`config.mk`:
```
export PLATFORM = sky130hd
export DESIGN_NAME = cert_time_to_epoch
export DESIGN_NICKNAME = d
export VERILOG_FILES = /design/src/rtl/core/cte_pkg.sv /design/src/rtl/core/cert_time_to_epoch.sv /design/src/rtl/core/cte_capture.sv /design/src/rtl/core/cte_field_decode.sv /design/src/rtl/core/cte_day_count.sv /design/src/rtl/core/cte_epoch_out.sv
export SDC_FILE = /design/constraint.sdc
export NUM_CORES = 2
export LEC_CHECK = 0
export ABC_AREA = 1
export BUFFER_PORTS_ARGS = -buffer_cell sky130_fd_sc_hd__buf_2
export CORE_UTILIZATION = 40
export CTS_CLUSTER_SIZE = 28
export DETAILED_ROUTE_END_ITERATION = 6
export SLEW_MARGIN = 20
export SYNTH_ARGS = -nofsm -noshare
export SYNTH_HDL_FRONTEND = slang
export SYNTH_SLANG_ARGS = --single-unit
export TNS_END_PERCENT = 5
```
`constraint.sdc`:
```
create_clock -name clk -period 9.4 [get_ports clk]
set_input_delay 1.88 -clock clk [delete_from_list [all_inputs] [get_ports clk]]
set_output_delay 1.88 -clock clk [all_outputs]
set_load 0.02 [all_outputs]
```
`src/rtl/core/cte_pkg.sv`:
```
// shared types, constants and helpers for the certificate time to epoch converter
`timescale 1ns / 1ps
package cte_pkg;

  localparam int LONG_FORM_LEN = 17;
  localparam int SHORT_MIN_LEN = 14;
  localparam int COUNT_W       = 5;
  localparam int COUNT_MAX     = 31;
  localparam int DIGIT_FIRST   = 2;
  localparam int DIGIT_COUNT   = 14;
  localparam int STORE_DEPTH   = DIGIT_FIRST + DIGIT_COUNT;
  localparam int STORE_AW      = $clog2(STORE_DEPTH);
  localparam int PAIR_COUNT    = DIGIT_COUNT / 2;
  localparam int YEAR_W        = 14;
  localparam int DAYS_W        = 24;
  localparam int EPOCH_W       = 39;
  localparam int PIVOT_W       = 7;
  localparam int PIVOT_RESET   = 50;
  // march-based year shifted by 400 so it never goes negative
  localparam int DAY_OFFSET    = 719468 + 146097;
  // reciprocal of 25 scaled by 2^17, exact for dividends below 43000
  localparam int RECIP25       = 5243;
  localparam int RECIP_SHIFT   = 17;

  typedef enum logic [1:0] {
    ST_OK        = 2'd0,
    ST_NON_DIGIT = 2'd1,
    ST_BAD_MONTH = 2'd2,
    ST_TOO_SHORT = 2'd3
  } status_t;

  typedef struct packed {
    logic [DIGIT_COUNT-1:0][7:0] chars;
    logic [COUNT_W-1:0]          count;
  } snap_t;

  typedef struct packed {
    status_t             status;
    logic [YEAR_W-1:0]   year;
    logic [3:0]          mon;
    logic [6:0]          day;
    logic [6:0]          hr;
    logic [6:0]          mi;
    logic [6:0]          sc;
  } fields_t;

  typedef struct packed {
    status_t      status;
    logic [21:0]  y365;
    logic [11:0]  q4;
    logic [6:0]   q100;
    logic [4:0]   q400;
    logic [8:0]   doy;
    logic [6:0]   day;
    logic [6:0]   hr;
    logic [6:0]   mi;
    logic [6:0]   sc;
  } terms_t;

  typedef struct packed {
    status_t                   status;
    logic signed [DAYS_W-1:0]  days;
    logic [6:0]                hr;
    logic [6:0]                mi;
    logic [6:0]                sc;
  } days_t;

  function automatic logic [6:0] pair_value(input logic [3:0] a, input logic [3:0] b);
    pair_value = 7'(a) * 7'd10 + 7'(b);
  endfunction

  // days from 1 march to the first of the month, month counted from march
  function automatic logic [8:0] month_start(input logic [3:0] mp);
    case (mp)
      4'd0:    month_start = 9'd0;
      4'd1:    month_start = 9'd31;
      4'd2:    month_start = 9'd61;
      4'd3:    month_start = 9'd92;
      4'd4:    month_start = 9'd122;
      4'd5:    month_start = 9'd153;
      4'd6:    month_start = 9'd184;
      4'd7:    month_start = 9'd214;
      4'd8:    month_start = 9'd245;
      4'd9:    month_start = 9'd275;
      4'd10:   month_start = 9'd306;
      4'd11:   month_start = 9'd337;
      default: month_start = 9'd0;
    endcase
  endfunction

endpackage

```
`src/rtl/core/cert_time_to_epoch.sv`:
```
// Certificate validity time string to signed seconds since 1970 UTC.
// The slave stream carries one byte of the string per transaction, tag and
// length bytes first, with tlast on the final byte. Each string gives exactly
// one master transaction: epoch seconds (two's complement) and a status code
// (0 ok, 1 non-digit, 2 month out of range, 3 too short); seconds are zero
// on any error. A string of 17 bytes is read as a four-digit year, any other
// length as a two-digit year whose century follows year_pivot.
// Every stage takes a new transaction each cycle, so s_tready stays high
// while the pipeline has room and one byte per cycle is sustained.
// The result passes through five register stages (capture, field decode, two
// day-count stages, seconds and result register), the capture register loading
// at the same edge that takes the last byte.
// When m_tready is low the result register holds its data and the earlier
// stages only move forward into empty stages; bytes keep flowing as long as the
// capture register is free.
// Reset clears the byte count, all valid flags and sets year_pivot to 50.
// year_pivot is written over the register port at byte address 0.
`timescale 1ns / 1ps
module cert_time_to_epoch (
  input  logic        clk,
  input  logic        rst,
  input  logic        s_tvalid,
  output logic        s_tready,
  input  logic [7:0]  s_tdata,   // [7:0] char_in
  input  logic        s_tlast,   // last_char
  output logic        m_tvalid,
  input  logic        m_tready,
  output logic [47:0] m_tdata,   // [38:0] epoch_seconds, [40:39] status, rest zero
  input  logic        psel,
  input  logic        penable,
  input  logic        pwrite,
  input  logic [2:0]  paddr,
  input  logic [31:0] pwdata,
  output logic [31:0] prdata,
  output logic        pready
);
  import cte_pkg::*;

  logic [PIVOT_W-1:0]        year_pivot;
  logic                      snap_valid;
  logic                      snap_ready;
  snap_t                     snap;
  logic                      fields_valid;
  logic                      fields_ready;
  fields_t                   fields;
  logic                      days_valid;
  logic                      days_ready;
  days_t                     days;
  logic signed [EPOCH_W-1:0] epoch_seconds;
  logic [1:0]                status;

  assign pready = 1'b1;
  assign prdata = (paddr[2] == 1'b0) ? {{(32-PIVOT_W){1'b0}}, year_pivot} : 32'd0;

  always_ff @(posedge clk) begin
    if (rst) begin
      year_pivot <= PIVOT_W'(PIVOT_RESET);
    end else if (psel && penable && pwrite && pready && paddr[2] == 1'b0) begin
      year_pivot <= pwdata[PIVOT_W-1:0];
    end
  end

  cte_capture u_capture (
    .clk       (clk),
    .rst       (rst),
    .in_valid  (s_tvalid),
    .in_ready  (s_tready),
    .char_in   (s_tdata),
    .last_char (s_tlast),
    .out_valid (snap_valid),
    .out_ready (snap_ready),
    .snap      (snap)
  );

  cte_field_decode u_field_decode (
    .clk        (clk),
    .rst        (rst),
    .year_pivot (year_pivot),
    .in_valid   (snap_valid),
    .in_ready   (snap_ready),
    .snap       (snap),
    .out_valid  (fields_valid),
    .out_ready  (fields_ready),
    .fields     (fields)
  );

  cte_day_count u_day_count (
    .clk       (clk),
    .rst       (rst),
    .in_valid  (fields_valid),
    .in_ready  (fields_ready),
    .fields    (fields),
    .out_valid (days_valid),
    .out_ready (days_ready),
    .days      (days)
  );

  cte_epoch_out u_epoch_out (
    .clk           (clk),
    .rst           (rst),
    .in_valid      (days_valid),
    .in_ready      (days_ready),
    .days          (days),
    .out_valid     (m_tvalid),
    .out_ready     (m_tready),
    .epoch_seconds (epoch_seconds),
    .status        (status)
  );

  assign m_tdata = {7'd0, status, epoch_seconds};

endmodule

```
`src/rtl/core/cte_capture.sv`:
```
// character counter, character store and snapshot register for the end of a string
`timescale 1ns / 1ps
module cte_capture (
  input  logic          clk,
  input  logic          rst,
  input  logic          in_valid,
  output logic          in_ready,
  input  logic [7:0]    char_in,
  input  logic          last_char,
  output logic          out_valid,
  input  logic          out_ready,
  output cte_pkg::snap_t snap
);
  import cte_pkg::*;

  logic [7:0]         char_store [STORE_DEPTH];
  logic [COUNT_W-1:0] char_count;
  logic [COUNT_W-1:0] count_inc;
  logic               snap_valid;
  logic               take;
  snap_t              snap_next;

  assign in_ready  = !snap_valid || out_ready;
  assign take      = in_valid && in_ready;
  assign out_valid = snap_valid;
  assign count_inc = (char_count == COUNT_W'(COUNT_MAX)) ? char_count
                                                         : char_count + 1'b1;

  // the last character is merged in, it is not in the store yet
  always_comb begin
    snap_next.count = count_inc;
    for (int i = 0; i < DIGIT_COUNT; i++) begin
      snap_next.chars[i] = (char_count == COUNT_W'(i + DIGIT_FIRST)) ? char_in
                                                                    : char_store[i + DIGIT_FIRST];
    end
  end

  always_ff @(posedge clk) begin
    if (take && char_count < COUNT_W'(STORE_DEPTH)) begin
      char_store[char_count[STORE_AW-1:0]] <= char_in;
    end
    if (take && last_char) begin
      snap <= snap_next;
    end
  end

  always_ff @(posedge clk) begin
    if (rst) begin
      char_count <= '0;
      snap_valid <= 1'b0;
    end else begin
      if (take) begin
        char_count <= last_char ? '0 : count_inc;
      end
      if (take && last_char) begin
        snap_valid <= 1'b1;
      end else if (out_ready) begin
        snap_valid <= 1'b0;
      end
    end
  end

endmodule

```
`src/rtl/core/cte_field_decode.sv`:
```
// digit check, field extraction, century choice and status priority
`timescale 1ns / 1ps
module cte_field_decode (
  input  logic                     clk,
  input  logic                     rst,
  input  logic [cte_pkg::PIVOT_W-1:0] year_pivot,
  input  logic                     in_valid,
  output logic                     in_ready,
  input  cte_pkg::snap_t           snap,
  output logic                     out_valid,
  input  logic                     out_ready,
  output cte_pkg::fields_t         fields
);
  import cte_pkg::*;

  logic [DIGIT_COUNT-1:0] is_digit;
  logic [6:0]             pairs [PAIR_COUNT];
  logic                   long_form;
  logic                   too_short;
  logic                   digits_ok;
  logic [6:0]             lo;
  logic [6:0]             mon_pair;
  fields_t                fields_next;
  logic                   fields_valid;

  assign in_ready  = !fields_valid || out_ready;
  assign out_valid = fields_valid;

  always_comb begin
    for (int i = 0; i < DIGIT_COUNT; i++) begin
      is_digit[i] = (snap.chars[i] >= 8'h30) && (snap.chars[i] <= 8'h39);
    end
    for (int j = 0; j < PAIR_COUNT; j++) begin
      pairs[j] = pair_value(snap.chars[2*j][3:0], snap.chars[2*j+1][3:0]);
    end
  end

  always_comb begin
    long_form = (snap.count == COUNT_W'(LONG_FORM_LEN));
    too_short = !long_form && (snap.count < COUNT_W'(SHORT_MIN_LEN));
    digits_ok = long_form ? (&is_digit) : (&is_digit[DIGIT_COUNT-3:0]);
    lo        = long_form ? pairs[1] : pairs[0];
    // full two-digit month, checked before it is cut to four bits
    mon_pair  = long_form ? pairs[2] : pairs[1];
    if (long_form) begin
      fields_next.year = YEAR_W'(pairs[0]) * YEAR_W'(100) + YEAR_W'(lo);
      fields_next.mon  = pairs[2][3:0];
      fields_next.day  = pairs[3];
      fields_next.hr   = pairs[4];
      fields_next.mi   = pairs[5];
      fields_next.sc   = pairs[6];
    end else begin
      fields_next.year = (lo >= year_pivot) ? YEAR_W'(lo) + YEAR_W'(1900)
                                            : YEAR_W'(lo) + YEAR_W'(2000);
      fields_next.mon  = pairs[1][3:0];
      fields_next.day  = pairs[2];
      fields_next.hr   = pairs[3];
      fields_next.mi   = pairs[4];
      fields_next.sc   = pairs[5];
    end
    // too short beats non-digit, non-digit beats a bad month
    if (too_short) begin
      fields_next.status = ST_TOO_SHORT;
    end else if (!digits_ok) begin
      fields_next.status = ST_NON_DIGIT;
    end else if (mon_pair == 7'd0 || mon_pair > 7'd12) begin
      fields_next.status = ST_BAD_MONTH;
    end else begin
      fields_next.status = ST_OK;
    end
  end

  always_ff @(posedge clk) begin
    if (in_valid && in_ready) begin
      fields <= fields_next;
    end
  end

  always_ff @(posedge clk) begin
    if (rst) begin
      fields_valid <= 1'b0;
    end else if (in_ready) begin
      fields_valid <= in_valid;
    end
  end

endmodule

```
`src/rtl/core/cte_day_count.sv`:
```
// days since 1970 from year, month and day, in two register stages
`timescale 1ns / 1ps
module cte_day_count (
  input  logic             clk,
  input  logic             rst,
  input  logic             in_valid,
  output logic             in_ready,
  input  cte_pkg::fields_t fields,
  output logic             out_valid,
  input  logic             out_ready,
  output cte_pkg::days_t   days
);
  import cte_pkg::*;

  logic [YEAR_W-1:0] y_shift;
  logic [3:0]        mp;
  logic [24:0]       prod100;
  logic [24:0]       prod400;
  terms_t            terms;
  terms_t            terms_next;
  logic              terms_valid;
  logic              terms_ready;
  days_t             days_next;
  logic              days_valid;

  assign in_ready    = !terms_valid || terms_ready;
  assign terms_ready = !days_valid || out_ready;
  assign out_valid   = days_valid;

  // january and february belong to the previous march-based year
  always_comb begin
    y_shift = (fields.mon <= 4'd2) ? fields.year + YEAR_W'(399)
                                   : fields.year + YEAR_W'(400);
    mp      = (fields.mon > 4'd2) ? fields.mon - 4'd3 : fields.mon + 4'd9;
    prod100 = 25'(y_shift[YEAR_W-1:2]) * 25'(RECIP25);
    prod400 = 25'(y_shift[YEAR_W-1:4]) * 25'(RECIP25);
    terms_next.status = fields.status;
    terms_next.y365   = 22'(y_shift) * 22'(365);
    terms_next.q4     = y_shift[YEAR_W-1:2];
    terms_next.q100   = prod100[RECIP_SHIFT+6:RECIP_SHIFT];
    terms_next.q400   = prod400[RECIP_SHIFT+4:RECIP_SHIFT];
    terms_next.doy    = month_start(mp);
    terms_next.day    = fields.day;
    terms_next.hr     = fields.hr;
    terms_next.mi     = fields.mi;
    terms_next.sc     = fields.sc;
  end

  always_comb begin
    days_next.status = terms.status;
    days_next.days   = DAYS_W'(terms.y365) + DAYS_W'(terms.q4) + DAYS_W'(terms.q400)
                     + DAYS_W'(terms.doy) + DAYS_W'(terms.day) - DAYS_W'(terms.q100)
                     - DAYS_W'(DAY_OFFSET + 1);
    days_next.hr     = terms.hr;
    days_next.mi     = terms.mi;
    days_next.sc     = terms.sc;
  end

  always_ff @(posedge clk) begin
    if (in_valid && in_ready) begin
      terms <= terms_next;
    end
    if (terms_valid && terms_ready) begin
      days <= days_next;
    end
  end

  always_ff @(posedge clk) begin
    if (rst) begin
      terms_valid <= 1'b0;
      days_valid  <= 1'b0;
    end else begin
      if (in_ready) begin
        terms_valid <= in_valid;
      end
      if (terms_ready) begin
        days_valid <= terms_valid;
      end
    end
  end

endmodule

```
`src/rtl/core/cte_epoch_out.sv`:
```
// seconds from days and time of day, result register
`timescale 1ns / 1ps
module cte_epoch_out (
  input  logic                          clk,
  input  logic                          rst,
  input  logic                          in_valid,
  output logic                          in_ready,
  input  cte_pkg::days_t                days,
  output logic                          out_valid,
  input  logic                          out_ready,
  output logic signed [cte_pkg::EPOCH_W-1:0] epoch_seconds,
  output logic [1:0]                    status
);
  import cte_pkg::*;

  logic signed [EPOCH_W-1:0] secs_next;
  logic                      res_valid;

  assign in_ready  = !res_valid || out_ready;
  assign out_valid = res_valid;

  always_comb begin
    secs_next = EPOCH_W'(days.days) * EPOCH_W'(86400)
              + EPOCH_W'(days.hr) * EPOCH_W'(3600)
              + EPOCH_W'(days.mi) * EPOCH_W'(60)
              + EPOCH_W'(days.sc);
    if (days.status != ST_OK) begin
      secs_next = '0;
    end
  end

  always_ff @(posedge clk) begin
    if (in_valid && in_ready) begin
      epoch_seconds <= secs_next;
      status        <= days.status;
    end
  end

  always_ff @(posedge clk) begin
    if (rst) begin
      res_valid <= 1'b0;
    end else if (in_ready) begin
      res_valid <= in_valid;
    end
  end

endmodule
```
==> metrics.csv <==
metric,value,unit
RR Startpoint,u_field_decode.fields[29]$_DFFE_PP_,
Critical Path RT,9.76,ns
cells after synthesis,3649,
post-CTS resize count,0,
Main synth FF type,edfxtp_1,
fin. max-slew vios,0,
GPL Wtd Cong,0.8770,
Die Area,92530,sq um
placed instance count,4877,
Ant. Diodes,0,
# fillers,8756,
asr flop ratio synth,0,%
run status,"finished, final reports clean",
HP Start,u_field_decode.fields[9]$_DFFE_PP_,
final core occ,44.13,%
Post-Syn Area,36530,sq um
Fin Clk Skew,0.05351,ns
dpl ws,2.718,ns
switching pwr,5.447,mW
TritonCTS Sinks,467,
"count leader, synth",inv_1,
internal power,6.324,mW
num rows,110,
"Buf+Inv Stages, Crit Path",8,
Residual DRC,0,
TritonCTS buffer count,50,
Worst Setup Path Type,register to register,
power share of the combinational group,61.5,%
Finished Cell Area,39840,sq um
Core Region,90290,sq um
clock share of power,16.4,%
setup ws final,2.721,ns
CP Launch Type,register,
Syn-to-layout area delta,9.074,%
Clk Tree Root Cell,clkbuf_16,
clk slew on worst S/H paths,0.06,ns
Leak,18.10,nW
Fin Hold WS,0.3727,ns
Post-synth EDFFs,450,
Synth area leaders,"edfxtp_1 37%, ha_1 15%, fa_1 12%, inv_1 6.7%, nand2_1 6.4%",
CTS tree,done,
first-pass GRT wire length,117600,um
via count,23870,
post-detailed-route count of antenna-violating nets,0,
Post-CTS Setup Inserts,0,
drt wl/cell,14.00,um
CP top delay family,adder cells,
critical path arrival,7.04,ns
yosys warns,0,
clk buf depth,3,
worst slew margin relative to its limit,20.90,%
I/O pin total,134,
final hold vios,0,
DR iter-0 viols,1058,
maximum VDD drop,0.0001949,V
HPWL after DPL,55250,um
"FF+latch count, synth",467,
final setup violating endpoints,0,
actual slew at the worst max-slew pin,1.174,ns
vias in the first global route,24080,
RSZ-0062 raised after global routing,false,
fraction of layout cells with a size suffix above 1,9.723,%
Worst Hold Class,register to register,
crit path launch,u_field_decode.fields[29]$_DFFE_PP_,
Post-synth top cells,"656 x inv_1, 618 x nand2_1, 450 x edfxtp_1",
setup_tns,0,ns
Global Route Usage Sum,15.43,%
cts hold-fix bufs,0,
antenna violations before repair,0,
pwr/cell area,295.5,nW/um^2
min cycle time layout,6.679,ns
Final Power,11.77,mW
cell taking the most area after synthesis,edfxtp_1,
Switching Share,46.27,%
CTS H-tree depth,2,
crit path capture type,register,
drt total wl,69590,um
largest net degree at the start of global routing,86,
GRT overflow,0,
maximum operating frequency,149.7,MHz
most frequent cell on the critical path,inv_1,
vias per cell,4.802,
PortBufs,73,
TritonRoute pass-1 iters,5,
"Slowest-stage cell, CP",fa_1,
"slowest stage delay, CP",0.60,ns
"non-filler cells, final",4971,
Synth top area share,37.00,%
chip width,304.2,um
period utilisation layout,71.06,%
area post-placement,38220,sq um
Crit Path Max Fanout,11,
maxcap violations,0,
Flop pwr share,22.2,%
die extent in y,304.2,um
Final nets,4467,
syn_area_per_cell,10.01,sq um
"Seq/Total Area, Yosys",37.93,%
Netlist cell types,64,
Initial Util,40.46,%
clk_lat worst skew,0.61,ns
## path summary, 6_finish.rpt
kind | slack, ns | endpoint | depth (start not counted)
hold reg to reg | 0.37 | u_day_count.days_next[9]$_DFFE_PP_ | 0
setup / recovery | 2.72 | u_day_count.terms[48]$_DFFE_PP_ | 28
hold / removal | 0.37 | u_day_count.days_next[9]$_DFFE_PP_ | 0
setup reg to reg | 2.72 | u_day_count.terms[48]$_DFFE_PP_ | 28
## layer usage
metal	routed length, um	GRT usage [%]
met2	33010	26.74
met3	2057	1.852
met5	0	0
met4	1793	4.545
met1	32730	20.15
## cell type report
type                       count  area [sq um]  share of cell area, %
clock buffer                  64          1344                  3.373
sequential                   467         13850                  34.77
timing repair buffer          85         455.4                  1.143
inverter                     669          2522                  6.331
multi-input combinational   2480         19920                  49.99
tap                         1176          1471                  3.693
clock inverter                30         277.8                 0.6972
## placed cells by master (no fill, tap or decap), types with 17 or more instances in the layout
cell / count
inv_1: 654
nand2_1: 618
edfxtp_1: 450
ha_1: 438
fa_1: 225
nor2_1: 197
a21oi_1: 179
o21ai_0: 136
nand3_1: 130
mux2_2: 101
xor2_1: 97
buf_2: 73
clkbuf_16: 50
xnor2_1: 49
nand4_1: 39
nor3_1: 36
conb_1: 33
nand2_2: 23
dfxtp_1: 17
## cells by family after synthesis
kind of cell    count (synthesis)  synth area share [%]
compound gates                406                 6.138
mux                           113                 3.563
other cells                     2               0.02056
buf+inv                       733                 7.940
fa+ha+maj                     663                 27.34
simple gates                 1117                 13.49
flops                         467                 37.93
xor+xnor                      148                 3.590
## power by group through the flow
stage	sequential, mW	clock, mW	combinational, mW
6_report	2.61	1.93	7.24
4_1_cts	2.61	1.98	7.30
3_5_place_dp	2.66	0	7.25
3_3_place_gp	2.66	0	7.18
2_1_floorplan	2.64	0	5.67
5_1_grt	2.62	2.06	8.42
## state kept, by name (all words and copies together), names as in the netlist
signal                     cells
snap                          12
u_capture.char_count           5
u_capture.char_store         112
u_capture.out_valid            1
u_capture.snap               105
u_day_count.days              47
u_day_count.days_next         23
u_day_count.out_valid          1
u_day_count.terms             62
u_day_count.terms_valid        1
u_epoch_out.epoch_seconds     39
u_epoch_out.out_valid          1
u_epoch_out.status             2
u_field_decode.fields         48
u_field_decode.out_valid       1
year_pivot                     7
## worst reg2reg max path: cells and delay by family, from the launching register on
family          cells  cell delay [ns]
xor+xnor            1             0.38
simple gates        7             0.81
fa+ha+maj           6             2.99
flops               1             0.49
buf+inv             8             0.73
compound gates      6             1.04
(Power assumes the default switching activity.)
